$ cat config.mk
export PLATFORM = sky130hd
export DESIGN_NAME = periodic_task_due_scheduler_core
export DESIGN_NICKNAME = d
export VERILOG_FILES = /design/src/hdl/ptds_pkg.sv /design/src/hdl/ptds_front.sv /design/src/hdl/ptds_back.sv /design/src/hdl/periodic_task_due_scheduler_core.sv
export SDC_FILE = /design/constraint.sdc
export NUM_CORES = 1
export LEC_CHECK = 0
export BUFFER_PORTS_ARGS = -buffer_cell sky130_fd_sc_hd__buf_2
export CAP_MARGIN = 10
export CORE_ASPECT_RATIO = 0.6
export CORE_UTILIZATION = 34
export DETAILED_ROUTE_END_ITERATION = 6
export SYNTH_ARGS = -nofsm -noshare
export SYNTH_HDL_FRONTEND = slang
export SYNTH_SLANG_ARGS = --single-unit
$ cat constraint.sdc
create_clock -name clk -period 11.8 [get_ports clk]
set_clock_uncertainty 0.15 [all_clocks]
set_input_delay 0.59 -clock clk [delete_from_list [all_inputs] [get_ports clk]]
set_output_delay 0.59 -clock clk [all_outputs]
set_load 0.02 [all_outputs]
$ cat src/hdl/ptds_pkg.sv
// ----------------------------------------------------------------------------
// Periodic task due scheduler package
// Shared sizes, operation codes, command beat type and a helper function.
// ----------------------------------------------------------------------------
package ptds_pkg;

  localparam int NUM_TASKS   = 8;
  localparam int MAX_RESULTS = 8;
  localparam int IDX_W       = (NUM_TASKS > 1) ? $clog2(NUM_TASKS) : 1;
  localparam int CNT_W       = $clog2(NUM_TASKS + 1);
  localparam int FIRE_W      = $clog2(MAX_RESULTS + 1);
  localparam int CMP_W       = (CNT_W > 4) ? CNT_W : 4;

  localparam logic [1:0] MODE_TICK    = 2'd0;
  localparam logic [1:0] MODE_REGISTER = 2'd1;
  localparam logic [1:0] MODE_ENABLE  = 2'd2;
  localparam logic [1:0] MODE_DISABLE = 2'd3;

  typedef enum logic [1:0] {
    OP_TICK,
    OP_REGISTER,
    OP_ENABLE,
    OP_DISABLE
  } op_t;

  typedef enum logic {
    ST_IDLE,
    ST_WALK
  } sched_state_t;

  typedef struct packed {
    op_t         op;
    logic [31:0] now_ms;
    logic [31:0] interval_ms;
    logic        start_enabled;
    logic [3:0]  task_index;
  } cmd_t;

  function automatic logic [2:0] to_fired_index(input logic [CNT_W-1:0] slot);
    logic [CNT_W+2:0] wide;
    wide = {3'b000, slot};
    return wide[2:0];
  endfunction

endpackage

$ cat src/hdl/ptds_front.sv
// ----------------------------------------------------------------------------
// Scheduler front end
// Accepts input beats, decodes the mode into an operation and buffers the
// commands in a two-entry queue for the back end.
// ----------------------------------------------------------------------------
module ptds_front (
  input  logic             clk,
  input  logic             rst_n,
  input  logic             in_valid,
  output logic             in_ready,
  input  logic [1:0]       in_mode,
  input  logic [31:0]      in_now_ms,
  input  logic [31:0]      in_interval_ms,
  input  logic             in_start_enabled,
  input  logic [3:0]       in_task_index,
  output logic             q_valid,
  output ptds_pkg::cmd_t   q_cmd,
  input  logic             q_pop
);

  ptds_pkg::cmd_t cmd_in;
  ptds_pkg::cmd_t slot_r [2];
  logic           wr_ptr_r, wr_ptr_nxt;
  logic           rd_ptr_r, rd_ptr_nxt;
  logic [1:0]     fill_r, fill_nxt;
  logic           push, pop;

  always_comb begin
    cmd_in.now_ms        = in_now_ms;
    cmd_in.interval_ms   = in_interval_ms;
    cmd_in.start_enabled = in_start_enabled;
    cmd_in.task_index    = in_task_index;
    unique case (in_mode)
      ptds_pkg::MODE_TICK:     cmd_in.op = ptds_pkg::OP_TICK;
      ptds_pkg::MODE_REGISTER: cmd_in.op = ptds_pkg::OP_REGISTER;
      ptds_pkg::MODE_ENABLE:   cmd_in.op = ptds_pkg::OP_ENABLE;
      default:                 cmd_in.op = ptds_pkg::OP_DISABLE;
    endcase
  end

  assign in_ready = (fill_r != 2'd2);
  assign q_valid  = (fill_r != 2'd0);
  assign q_cmd    = slot_r[rd_ptr_r];
  assign push     = in_valid && in_ready;
  assign pop      = q_pop && q_valid;

  always_comb begin
    wr_ptr_nxt = push ? ~wr_ptr_r : wr_ptr_r;
    rd_ptr_nxt = pop ? ~rd_ptr_r : rd_ptr_r;
    case ({push, pop})
      2'b10:   fill_nxt = fill_r + 2'd1;
      2'b01:   fill_nxt = fill_r - 2'd1;
      default: fill_nxt = fill_r;
    endcase
  end

  always_ff @(posedge clk) begin
    if (push) begin
      slot_r[wr_ptr_r] <= cmd_in;
    end
  end

  always_ff @(posedge clk) begin
    if (!rst_n) begin
      wr_ptr_r <= 1'b0;
      rd_ptr_r <= 1'b0;
      fill_r   <= 2'd0;
    end else begin
      wr_ptr_r <= wr_ptr_nxt;
      rd_ptr_r <= rd_ptr_nxt;
      fill_r   <= fill_nxt;
    end
  end

endmodule

$ cat src/hdl/ptds_back.sv
// ----------------------------------------------------------------------------
// Scheduler back end
// Holds the task table, executes queued commands, walks the table one slot per
// cycle on a tick unless output stalls; drives the registered result channel.
// ----------------------------------------------------------------------------
module ptds_back (
  input  logic             clk,
  input  logic             rst_n,
  input  logic             q_valid,
  input  ptds_pkg::cmd_t   q_cmd,
  output logic             q_pop,
  output logic             out_valid,
  input  logic             out_ready,
  output logic             out_ok,
  output logic             out_fired,
  output logic [2:0]       out_fired_index,
  output logic [31:0]      out_fire_time,
  output logic             out_last
);

  ptds_pkg::sched_state_t state_r, state_nxt;

  logic [ptds_pkg::CNT_W-1:0]  count_r, count_nxt;
  logic [ptds_pkg::CNT_W-1:0]  walk_r, walk_nxt;
  logic [ptds_pkg::CNT_W-1:0]  pidx_r, pidx_nxt;
  logic [ptds_pkg::FIRE_W-1:0] nfire_r, nfire_nxt;
  logic [31:0]                 now_r, now_nxt;
  logic                        pend_r, pend_nxt;

  logic [31:0] period_r   [ptds_pkg::NUM_TASKS];
  logic [31:0] last_run_r [ptds_pkg::NUM_TASKS];
  logic        enable_r   [ptds_pkg::NUM_TASKS];

  logic        out_valid_r, out_valid_nxt;
  logic        ok_r, ok_nxt;
  logic        fired_r, fired_nxt;
  logic [2:0]  fidx_r, fidx_nxt;
  logic [31:0] time_r, time_nxt;
  logic        last_r, last_nxt;

  logic                       per_we, lr_we, en_we;
  logic [ptds_pkg::IDX_W-1:0] per_waddr, lr_waddr, en_waddr;
  logic [31:0]                per_wdata, lr_wdata;
  logic                       en_wdata;

  logic                       can_emit, emit;
  logic                       e_ok, e_fired, e_last;
  logic [2:0]                 e_fidx;
  logic [31:0]                e_time;
  logic [ptds_pkg::IDX_W-1:0] walk_idx, count_idx;
  logic [31:0]                elapsed;
  logic                       due, walk_done, table_full, idx_ok;
  logic [ptds_pkg::CMP_W-1:0] idx_ext, count_ext;

  assign walk_idx   = walk_r[ptds_pkg::IDX_W-1:0];
  assign count_idx  = count_r[ptds_pkg::IDX_W-1:0];
  assign elapsed    = now_r - last_run_r[walk_idx];
  assign due        = enable_r[walk_idx] && (elapsed >= period_r[walk_idx]);
  assign walk_done  = (walk_r >= count_r) ||
                      (nfire_r == ptds_pkg::FIRE_W'(ptds_pkg::MAX_RESULTS));
  assign table_full = (count_r == ptds_pkg::CNT_W'(ptds_pkg::NUM_TASKS));
  assign idx_ext    = ptds_pkg::CMP_W'(q_cmd.task_index);
  assign count_ext  = ptds_pkg::CMP_W'(count_r);
  assign idx_ok     = (idx_ext < count_ext);
  assign can_emit   = !out_valid_r || out_ready;

  always_comb begin
    state_nxt = state_r;
    count_nxt = count_r;
    walk_nxt  = walk_r;
    pidx_nxt  = pidx_r;
    nfire_nxt = nfire_r;
    now_nxt   = now_r;
    pend_nxt  = pend_r;
    q_pop     = 1'b0;
    per_we    = 1'b0;
    lr_we     = 1'b0;
    en_we     = 1'b0;
    per_waddr = count_idx;
    per_wdata = q_cmd.interval_ms;
    lr_waddr  = count_idx;
    lr_wdata  = 32'd0;
    en_waddr  = count_idx;
    en_wdata  = q_cmd.start_enabled;
    emit      = 1'b0;
    e_ok      = 1'b1;
    e_fired   = 1'b0;
    e_fidx    = 3'd0;
    e_time    = 32'd0;
    e_last    = 1'b1;
    unique case (state_r)
      ptds_pkg::ST_IDLE: begin
        if (q_valid && can_emit) begin
          q_pop = 1'b1;
          unique case (q_cmd.op)
            ptds_pkg::OP_TICK: begin
              now_nxt   = q_cmd.now_ms;
              walk_nxt  = '0;
              nfire_nxt = '0;
              pend_nxt  = 1'b0;
              state_nxt = ptds_pkg::ST_WALK;
            end
            ptds_pkg::OP_REGISTER: begin
              emit = 1'b1;
              if (table_full) begin
                e_ok = 1'b0;
              end else begin
                per_we    = 1'b1;
                lr_we     = 1'b1;
                en_we     = 1'b1;
                e_fidx    = ptds_pkg::to_fired_index(count_r);
                count_nxt = count_r + ptds_pkg::CNT_W'(1);
              end
            end
            default: begin
              emit     = 1'b1;
              e_ok     = idx_ok;
              en_waddr = q_cmd.task_index[ptds_pkg::IDX_W-1:0];
              en_wdata = (q_cmd.op == ptds_pkg::OP_ENABLE);
              en_we    = idx_ok;
            end
          endcase
        end
      end
      ptds_pkg::ST_WALK: begin
        lr_waddr = walk_idx;
        lr_wdata = now_r;
        if (walk_done) begin
          if (can_emit) begin
            emit      = 1'b1;
            e_fired   = pend_r;
            e_fidx    = pend_r ? ptds_pkg::to_fired_index(pidx_r) : 3'd0;
            e_time    = pend_r ? now_r : 32'd0;
            state_nxt = ptds_pkg::ST_IDLE;
          end
        end else if (!due) begin
          walk_nxt = walk_r + ptds_pkg::CNT_W'(1);
        end else if (!pend_r || can_emit) begin
          emit      = pend_r;
          e_fired   = 1'b1;
          e_fidx    = ptds_pkg::to_fired_index(pidx_r);
          e_time    = now_r;
          e_last    = 1'b0;
          pend_nxt  = 1'b1;
          pidx_nxt  = walk_r;
          lr_we     = 1'b1;
          nfire_nxt = nfire_r + ptds_pkg::FIRE_W'(1);
          walk_nxt  = walk_r + ptds_pkg::CNT_W'(1);
        end
      end
      default: state_nxt = ptds_pkg::ST_IDLE;
    endcase
  end

  always_comb begin
    out_valid_nxt = out_valid_r && !out_ready;
    ok_nxt        = ok_r;
    fired_nxt     = fired_r;
    fidx_nxt      = fidx_r;
    time_nxt      = time_r;
    last_nxt      = last_r;
    if (emit) begin
      out_valid_nxt = 1'b1;
      ok_nxt        = e_ok;
      fired_nxt     = e_fired;
      fidx_nxt      = e_fidx;
      time_nxt      = e_time;
      last_nxt      = e_last;
    end
  end

  always_ff @(posedge clk) begin
    if (!rst_n) begin
      state_r <= ptds_pkg::ST_IDLE;
    end else begin
      state_r <= state_nxt;
    end
  end

  always_ff @(posedge clk) begin
    if (!rst_n) begin
      count_r     <= '0;
      out_valid_r <= 1'b0;
      pend_r      <= 1'b0;
      nfire_r     <= '0;
      walk_r      <= '0;
      for (int k = 0; k < ptds_pkg::NUM_TASKS; k++) begin
        enable_r[k] <= 1'b0;
      end
    end else begin
      count_r     <= count_nxt;
      out_valid_r <= out_valid_nxt;
      pend_r      <= pend_nxt;
      nfire_r     <= nfire_nxt;
      walk_r      <= walk_nxt;
      if (en_we) begin
        enable_r[en_waddr] <= en_wdata;
      end
    end
  end

  always_ff @(posedge clk) begin
    pidx_r <= pidx_nxt;
    now_r  <= now_nxt;
    ok_r   <= ok_nxt;
    fired_r <= fired_nxt;
    fidx_r <= fidx_nxt;
    time_r <= time_nxt;
    last_r <= last_nxt;
    if (per_we) begin
      period_r[per_waddr] <= per_wdata;
    end
    if (lr_we) begin
      last_run_r[lr_waddr] <= lr_wdata;
    end
  end

  assign out_valid       = out_valid_r;
  assign out_ok          = ok_r;
  assign out_fired       = fired_r;
  assign out_fired_index = fidx_r;
  assign out_fire_time   = time_r;
  assign out_last        = last_r;

endmodule

$ cat src/hdl/periodic_task_due_scheduler_core.sv
// With the queue empty and the back end idle, a register, enable or disable beat is
// written into the queue, then executed and its result registered on the output.
// A tick holds the back end while it walks the table one slot per cycle through the
// single compare unit; the walk pauses while the output stalls.
// Synchronous active-low reset clears the queue, the walk state, the task count and
// the enable bits; the period and last-run tables are not cleared.
// ----------------------------------------------------------------------------
// Periodic task due scheduler core
// Top level: command front end, two-entry queue and table executor.
// ----------------------------------------------------------------------------
module periodic_task_due_scheduler_core (
  input  logic        clk,
  input  logic        rst_n,
  input  logic        in_valid,
  output logic        in_ready,
  input  logic [1:0]  in_mode,
  input  logic [31:0] in_now_ms,
  input  logic [31:0] in_interval_ms,
  input  logic        in_start_enabled,
  input  logic [3:0]  in_task_index,
  output logic        out_valid,
  input  logic        out_ready,
  output logic        out_ok,
  output logic        out_fired,
  output logic [2:0]  out_fired_index,
  output logic [31:0] out_fire_time,
  output logic        out_last
);

  logic           q_valid;
  logic           q_pop;
  ptds_pkg::cmd_t q_cmd;

  ptds_front u_front (
    .clk              (clk),
    .rst_n            (rst_n),
    .in_valid         (in_valid),
    .in_ready         (in_ready),
    .in_mode          (in_mode),
    .in_now_ms        (in_now_ms),
    .in_interval_ms   (in_interval_ms),
    .in_start_enabled (in_start_enabled),
    .in_task_index    (in_task_index),
    .q_valid          (q_valid),
    .q_cmd            (q_cmd),
    .q_pop            (q_pop)
  );

  ptds_back u_back (
    .clk             (clk),
    .rst_n           (rst_n),
    .q_valid         (q_valid),
    .q_cmd           (q_cmd),
    .q_pop           (q_pop),
    .out_valid       (out_valid),
    .out_ready       (out_ready),
    .out_ok          (out_ok),
    .out_fired       (out_fired),
    .out_fired_index (out_fired_index),
    .out_fire_time   (out_fire_time),
    .out_last        (out_last)
  );

endmodule

==> results.cfg, run 1 <==
[placed_design]
portBuffers = 114
place_congestion = 0.807
dpl-instance-area_um2 = 33300
place_hpwl_um = 42900

[cells_and_area]
layout_common_cells = edfxtp_1 (727), mux4_2 (131), buf_2 (114)
drive_above_1_share_pct = 25.5
area_delta_synth_final_pct = 16.6
antennaDiodeCount = 0
finalInstanceArea_um2 = 36300
final_nets = 2014
final_common_cell = edfxtp_1
nFillCells = 8121

[synth]
yosysWarnings = 0
synth_edf_count = 727
synth-seq-cells = 758
seq_area_frac_synth_pct = 72.2
synth_cell_type_count = 73
synth_nets = 1792
synthArstFlopShare_pct = 0
synth_cells = 1639
ys.flop_type = edfxtp_1
syn_avg_cell_area_um2 = 19.0
synthesis.area_um2 = 31100

[sta]
max_freq_ghz = 0.125
min_period_ns = 8.02
relSlewSlack_pct = 34.6
tightest_slew_ns = 0.981
fin_hold_ws_ns = 0.0645
fin_crit_sh_pct = 68.0
drv_slew = 0
rsz0062_at_grt = false
setup_tns_ns = 0
hold_violations = 0
finalSetupViolations = 0

[cts]
clock_path_buffers = 3
cts_buffers = 72
insertion_delay_ns = 0.63
cts_setup_buffers = 0
clock-root-buffer = clkbuf_16
cts_tree = done
cts-htree-levels = 3
clock-sinks = 758
clkTransAtPathRegs_ns = 0.06

[power]
p_switching_mw = 1.86
p_per_area_nw_per_um2 = 190
switching_share_pct = 26.9
intPower_mw = 5.04
p_clk_share_pct = 33.1
peakVddDrop_uv = 133
power_mw = 6.90
comb_power_share_pct = 17.9
seq_power_share_pct = 49.0
p_leak_nw = 11.7

[critical_path]
worst-path-max-fanout = 62
critPathLaunchType = register
worstSetupPathType = register to register
worst_setup_path_end_kind = register
worstPathRequired_ns = 11.90
worstPathArrival_ns = 8.12
r2r_cells = 21

[floorplanning]
die_h_um = 236
core_area_um2 = 90200
die_area_um2 = 92700
die_w_um = 392
ios = 115
rows = 85
initial_core_util_pct = 34.5

[grt]
antenna_found_initial = 4
grt_pass1_vias = 16500
grtUsageTotal_pct = 15.1
grt_pass1_wl_um = 104000
gr-total-overflow = 0
grt_max_degree = 63

[routing]
drt_iter0_drc = 1163
ant_nets = 0
wl_um = 69400
wl_per_cell_um = 22.1
via_count = 15900
dr.pass1.iters = 5
drc = 0
via_per_inst = 5.09

[outcome]
status = completed

[job]
cap_viol_max_count = 0

[hold_path]
whs_path_depth = 1
hp-class = input port to register
## sequential cells by signal, indices dropped and copies added (netlist names), 2 cells and up, named ones only
signal                  count
u_front.fill_r              2
u_back.pidx_r               3
u_back.out_fire_time       32
u_back.now_r               32
u_back.enable_r             8
u_front.slot_r            142
u_back.last_run_r         256
u_back.out_fired_index      3
u_back.nfire_r              4
u_back.count_ext            4
u_back.period_r           256
u_back.walk_r               4
## power groups by stage
stage               clock network (mW)  registers (mW)  logic [mW]
floorplan                            0            3.45       0.782
global placement                     0            3.43        1.18
detailed placement                   0            3.44        1.22
CTS                               2.35            3.39        1.25
global route                      2.44            3.40        1.36
finish                            2.28            3.38        1.23
## final cells by class
cell class | count | area [um^2] | share of cell area, %
repair buffers | 215 | 1520 | 4.18
multi-input cells | 783 | 8350 | 23.0
flip-flops and latches | 758 | 22500 | 61.9
inverters | 31 | 116 | 0.321
clock inverters | 36 | 310 | 0.855
well taps | 1218 | 1520 | 4.20
clock buffers | 93 | 2000 | 5.50
## Yosys cell counts (3+ instances only)
cell type | n | area (um^2)
mux2_2 | 69 | 777
ha_1 | 77 | 963
and3_1 | 8 | 50.1
o311ai_0 | 6 | 52.6
a31oi_1 | 5 | 31.3
a21oi_1 | 42 | 210
nor2b_1 | 5 | 31.3
buf_2 | 13 | 65.1
mux4_2 | 131 | 2950
a221o_1 | 3 | 30.0
a21o_1 | 26 | 195
nand2_1 | 41 | 154
a211oi_1 | 4 | 30.0
xor2_1 | 10 | 87.6
a21boi_0 | 3 | 22.5
nand2b_1 | 5 | 31.3
nand3_1 | 15 | 75.1
buf_1 | 6 | 22.5
xnor2_1 | 24 | 210
o211ai_1 | 9 | 67.6
or2_2 | 3 | 18.8
nand3b_1 | 3 | 22.5
buf_4 | 3 | 22.5
nor3b_1 | 32 | 240
o41ai_1 | 6 | 52.6
clkbuf_1 | 44 | 165
dfxtp_1 | 31 | 621
o2111ai_1 | 5 | 43.8
or4_1 | 3 | 22.5
inv_1 | 31 | 116
a221oi_1 | 3 | 26.3
and2_1 | 36 | 225
nor4_1 | 3 | 18.8
or3_1 | 5 | 31.3
nor3_1 | 20 | 100
edfxtp_1 | 727 | 21800
nor2_1 | 34 | 128
o21ai_0 | 19 | 95.1
o21bai_1 | 4 | 30.0
o21ai_1 | 3 | 15.0
nand4_1 | 9 | 56.3
o21a_1 | 5 | 37.5
a22oi_1 | 3 | 22.5
mux2i_1 | 69 | 691
## metrics by stage
| stage | util (%) | cells | setup WS, ns |
|---|---|---|---|
| after floorplan | - | 1639 | 3.26 |
| final | 40.2 | 3134 | 3.78 |
| after global placement | 36.9 | 2935 | 3.89 |
| after global routing | 40.2 | 3134 | 3.11 |
| after CTS | 40.2 | 3134 | 3.73 |
| after detailed placement | 36.9 | 2935 | 3.76 |
## layer usage
layer / vias to the layer above / track usage, % / share of wire (%)
met1: 8302 / 22.9 / 49
li1: 7125 / - / -
met5: - / 0 / 0.017
met4: 2 / 3.71 / 1.7
met2: 433 / 21.8 / 44
met3: 83 / 3.36 / 5.8
## repair_timing
| action | in CTS | in global routing |
|---|---|---|
| hold buffers | 70 | 0 |
| resized for setup | 0 | 0 |
| endpoints found under the hold margin | 140 | 0 |
## kinds of logic after synthesis
logic type / Yosys count / share of synthesized area [%]
compound gates: 169 / 3.91
xor+xnor: 34 / 0.957
fa+ha+maj: 78 / 3.16
buf+inv: 98 / 1.30
flops: 758 / 72.2
mux: 271 / 14.3
simple gates: 231 / 4.20
## final timing paths
| kind | slack, ns | end | from |
|---|---|---|---|
| worst max-delay path | 3.78 | u_back.last_run_r[1][22] | register |
| worst min-delay path | 0.06 | u_front.slot_r[1][68] | in_now_ms[31] |
| worst max register to register | 3.78 | u_back.last_run_r[1][22] | register |
| worst min register to register | 0.31 | u_back.enable_r[6] | u_back.enable_r[6] |
## critical path, cell delays in order (launching register included)
cell	delay, ns
dfxtp_4	0.99
buf_12	0.49
mux4_2	0.57
mux2i_1	0.20
ha_1	0.30
and3_1	0.16
a211oi_1	0.24
a21oi_1	0.15
o21ai_1	0.40
a21oi_1	0.14
o41ai_2	0.59
o21ai_0	0.23
xnor2_1	0.17
ha_1	0.30
nand4_1	0.15
nor3_1	0.34
and3_1	0.38
nand4_1	0.15
o22ai_2	0.40
a21oi_2	0.24
nor3_2	0.23
buf_4	0.53
Note: power is estimated with default switching activity, not from simulation.
==> run 2, diff against run 1 <==
--- a/config.mk
+++ b/config.mk
@@ -5,6 +5,7 @@
 export SDC_FILE = /design/constraint.sdc
 export NUM_CORES = 1
 export LEC_CHECK = 0
+export ABC_AREA = 1
 export BUFFER_PORTS_ARGS = -buffer_cell sky130_fd_sc_hd__buf_2
 export CAP_MARGIN = 10
 export CORE_ASPECT_RATIO = 0.6
==> constraint.sdc (replaced) <==
create_clock -name clk -period 7.8 [get_ports clk]
set_clock_uncertainty 0.15 [all_clocks]
set_input_delay 0.39 -clock clk [delete_from_list [all_inputs] [get_ports clk]]
set_output_delay 0.39 -clock clk [all_outputs]
set_load 0.02 [all_outputs]
==> run 2 against run 1 <==
  * Routed wire length is 14% higher
  * Critical path depth increased by 4
  * Synthesized area rose by 1.7%
  * Die area up 1.7%
  * Global-route usage up 1.5 points
  * Sequential cell count unchanged
  * Synthesized cell count is 57% higher
  * Utilization shrank 0.23 points
  * Design area rose by 1.4%
  * First-iteration DRC count is 52% higher
==> results.cfg, run 2 <==
[outcome]
status = completed

[power]
intPower_mw = 8.11
p_clk_share_pct = 28.6
p_leak_nw = 13.2
switching_share_pct = 34.0
comb_power_share_pct = 28.7
p_per_area_nw_per_um2 = 334
seq_power_share_pct = 42.8
p_switching_mw = 4.17
peakVddDrop_uv = 251

[sta]
hold_violations = 0
min_period_ns = 6.32
relSlewSlack_pct = 23.6
rsz0062_at_grt = false
setup_tns_ns = 0
fin_ws_ns = 1.48
max_freq_ghz = 0.158
drv_slew = 0
tightest_slew_ns = 1.14
fin_crit_sh_pct = 81.0
finalSetupViolations = 0

[placed_design]
place_worst_setup_slack_ns = 1.52
place_hpwl_um = 48200
portBuffers = 114
place_congestion = 0.863

[cts]
clkTransAtPathRegs_ns = 0.06
cts_setup_buffers = 0
clock_path_buffers = 3
cts-htree-levels = 3
cts_buffers = 74
clock-root-buffer = clkbuf_16
clock-sinks = 758
ctsResizeCount = 0
cts_tree = done
cts_hold_buf = 72
insertion_delay_ns = 0.64

[synth]
synth_area_leaders = edfxtp_1 (69%), o21ai_0 (5.5%), nand2_1 (4.8%)
synth_cells = 2569
synth_edf_count = 727
seq_area_frac_synth_pct = 71.0
synthTopCellsByCount = edfxtp_1 (727), nand2_1 (403), o21ai_0 (349), nor2_1 (340), inv_1 (106)
yosysTopAreaCell = edfxtp_1
synth_cell_type_count = 51
yosysWarnings = 0
syn_avg_cell_area_um2 = 12.3
yosysMostFrequentCell = edfxtp_1
synthesis.area_um2 = 31600
synth_nets = 2722
synthArstFlopShare_pct = 0
synth-seq-cells = 758
yosysTopAreaCellShare_pct = 69.0
ys.flop_type = edfxtp_1

[critical_path]
worstPathArrival_ns = 6.43
r2r_cells = 25
critPathLaunchType = register
worstSetupPathType = register to register
worst-path-max-fanout = 80
r2r_slack_ns = 1.48
worstPathRequired_ns = 7.91
worst_setup_path_end_kind = register
cpPeakStageDelay_ns = 0.46
timing.rr.end = u_back.last_run_r[6][18]
slowest_stage = buf_4

[hold_path]
whs_path_depth = 3
hp-class = input port to register
hold_start = rst_n
holdPathEnd = u_back.nfire_r[1]

[grt]
grtUsageTotal_pct = 16.6
antenna_found_initial = 6
grt_pass1_vias = 19400
grt_pass1_wl_um = 119000
gr-total-overflow = 0
grt_max_degree = 163

[cells_and_area]
final_nets = 2891
layout_common_cells = edfxtp_1 (727), nand2_1 (402), o21ai_0 (349)
final_common_cell = edfxtp_1
area_delta_synth_final_pct = 16.3
reg.largest.list = u_back.last_run_r (256), u_back.period_r (256), u_front.slot_r (142)
drive_above_1_share_pct = 10.9

[routing]
wl_per_cell_um = 19.6
via_count = 20300
ant_nets = 0
drc = 0
wl_um = 79000
drt_iter0_drc = 1773
via_per_inst = 5.04
dr.pass1.iters = 7

[floorplanning]
die_w_um = 396
die_h_um = 238
die_area_um2 = 94300
ios = 115
rows = 86
initial_core_util_pct = 34.4
core_area_um2 = 92000

[job]
cap_viol_max_count = 0
-- run 2: kinds of logic (layout without fill, tap and decap cells) --
logic type	after synthesis	after routing	synth area share, %
buffers and inverters	246	471	3.11
AND/OR/NAND/NOR	829	829	10.4
adder cells (fa/ha/maj)	78	78	3.11
other	0	2	0
XOR/XNOR	32	32	0.886
AO/OA/AOI/OAI	626	626	11.5
flip-flops	758	758	71.0
-- run 2: metal layers --
metal	global-route usage [%]	wire, um
met4	3.94	1330
met5	0	30
met3	3.71	5950
met2	23.7	33100
met1	25.3	38600
-- run 2: critical path: cells and delay by family (launching register included) --
family	cells	cell delay [ns]
XOR/XNOR	1	0.17
AO/OA/AOI/OAI	10	2.23
flip-flops	1	0.36
buffers and inverters	3	1.16
adder cells (fa/ha/maj)	2	0.67
AND/OR/NAND/NOR	9	1.11
-- run 2: power by group through the flow --
stage / Combinational, mW / Sequential (mW) / Clock (mW)
after floorplan: 2.29 / 5.33 / 0
final: 3.52 / 5.25 / 3.51
after detailed placement: 3.49 / 5.33 / 0
after CTS: 3.53 / 5.25 / 3.58
after global routing: 3.97 / 5.28 / 3.72
after global placement: 3.46 / 5.34 / 0
-- run 2: metrics by stage --
step	power, mW	cells	utilization, %	area [um^2]	hold WS (ns)
6_report	12.3	4028	40.0	36800	0.131
3_5_place_dp	8.82	3822	36.7	33700	0.302
2_1_floorplan	7.62	2569	-	31600	0.289
5_1_grt	13.0	4026	40.0	36800	0.171
3_3_place_gp	8.80	3822	36.7	33700	0.301
4_1_cts	12.4	4026	40.0	36800	0.0911
-- run 2: how the worst max path moves through the flow --
| stage | from | endpoint | slack [ns] |
|---|---|---|---|
| floorplan | register | u_back.last_run_r[0][0] | 1.66 |
| global placement | register | u_back.last_run_r[2][16] | 1.62 |
| detailed placement | register | u_back.last_run_r[2][16] | 1.52 |
| CTS | register | u_back.last_run_r[2][18] | 1.48 |
| global route | register | u_back.last_run_r[2][18] | 1.01 |
| finish | register | u_back.last_run_r[6][18] | 1.48 |
-- run 2: cell type report --
type | count | area (um^2)
Fill cell | 8659 | 55200
Sequential cell | 758 | 22500
Multi-Input combinational cell | 1565 | 8340
Clock buffer | 95 | 1990
Timing Repair Buffer | 225 | 1670
Tap cell | 1232 | 1540
Inverter | 114 | 439
Clock inverter | 37 | 335
Antenna cell | 2 | 5.00
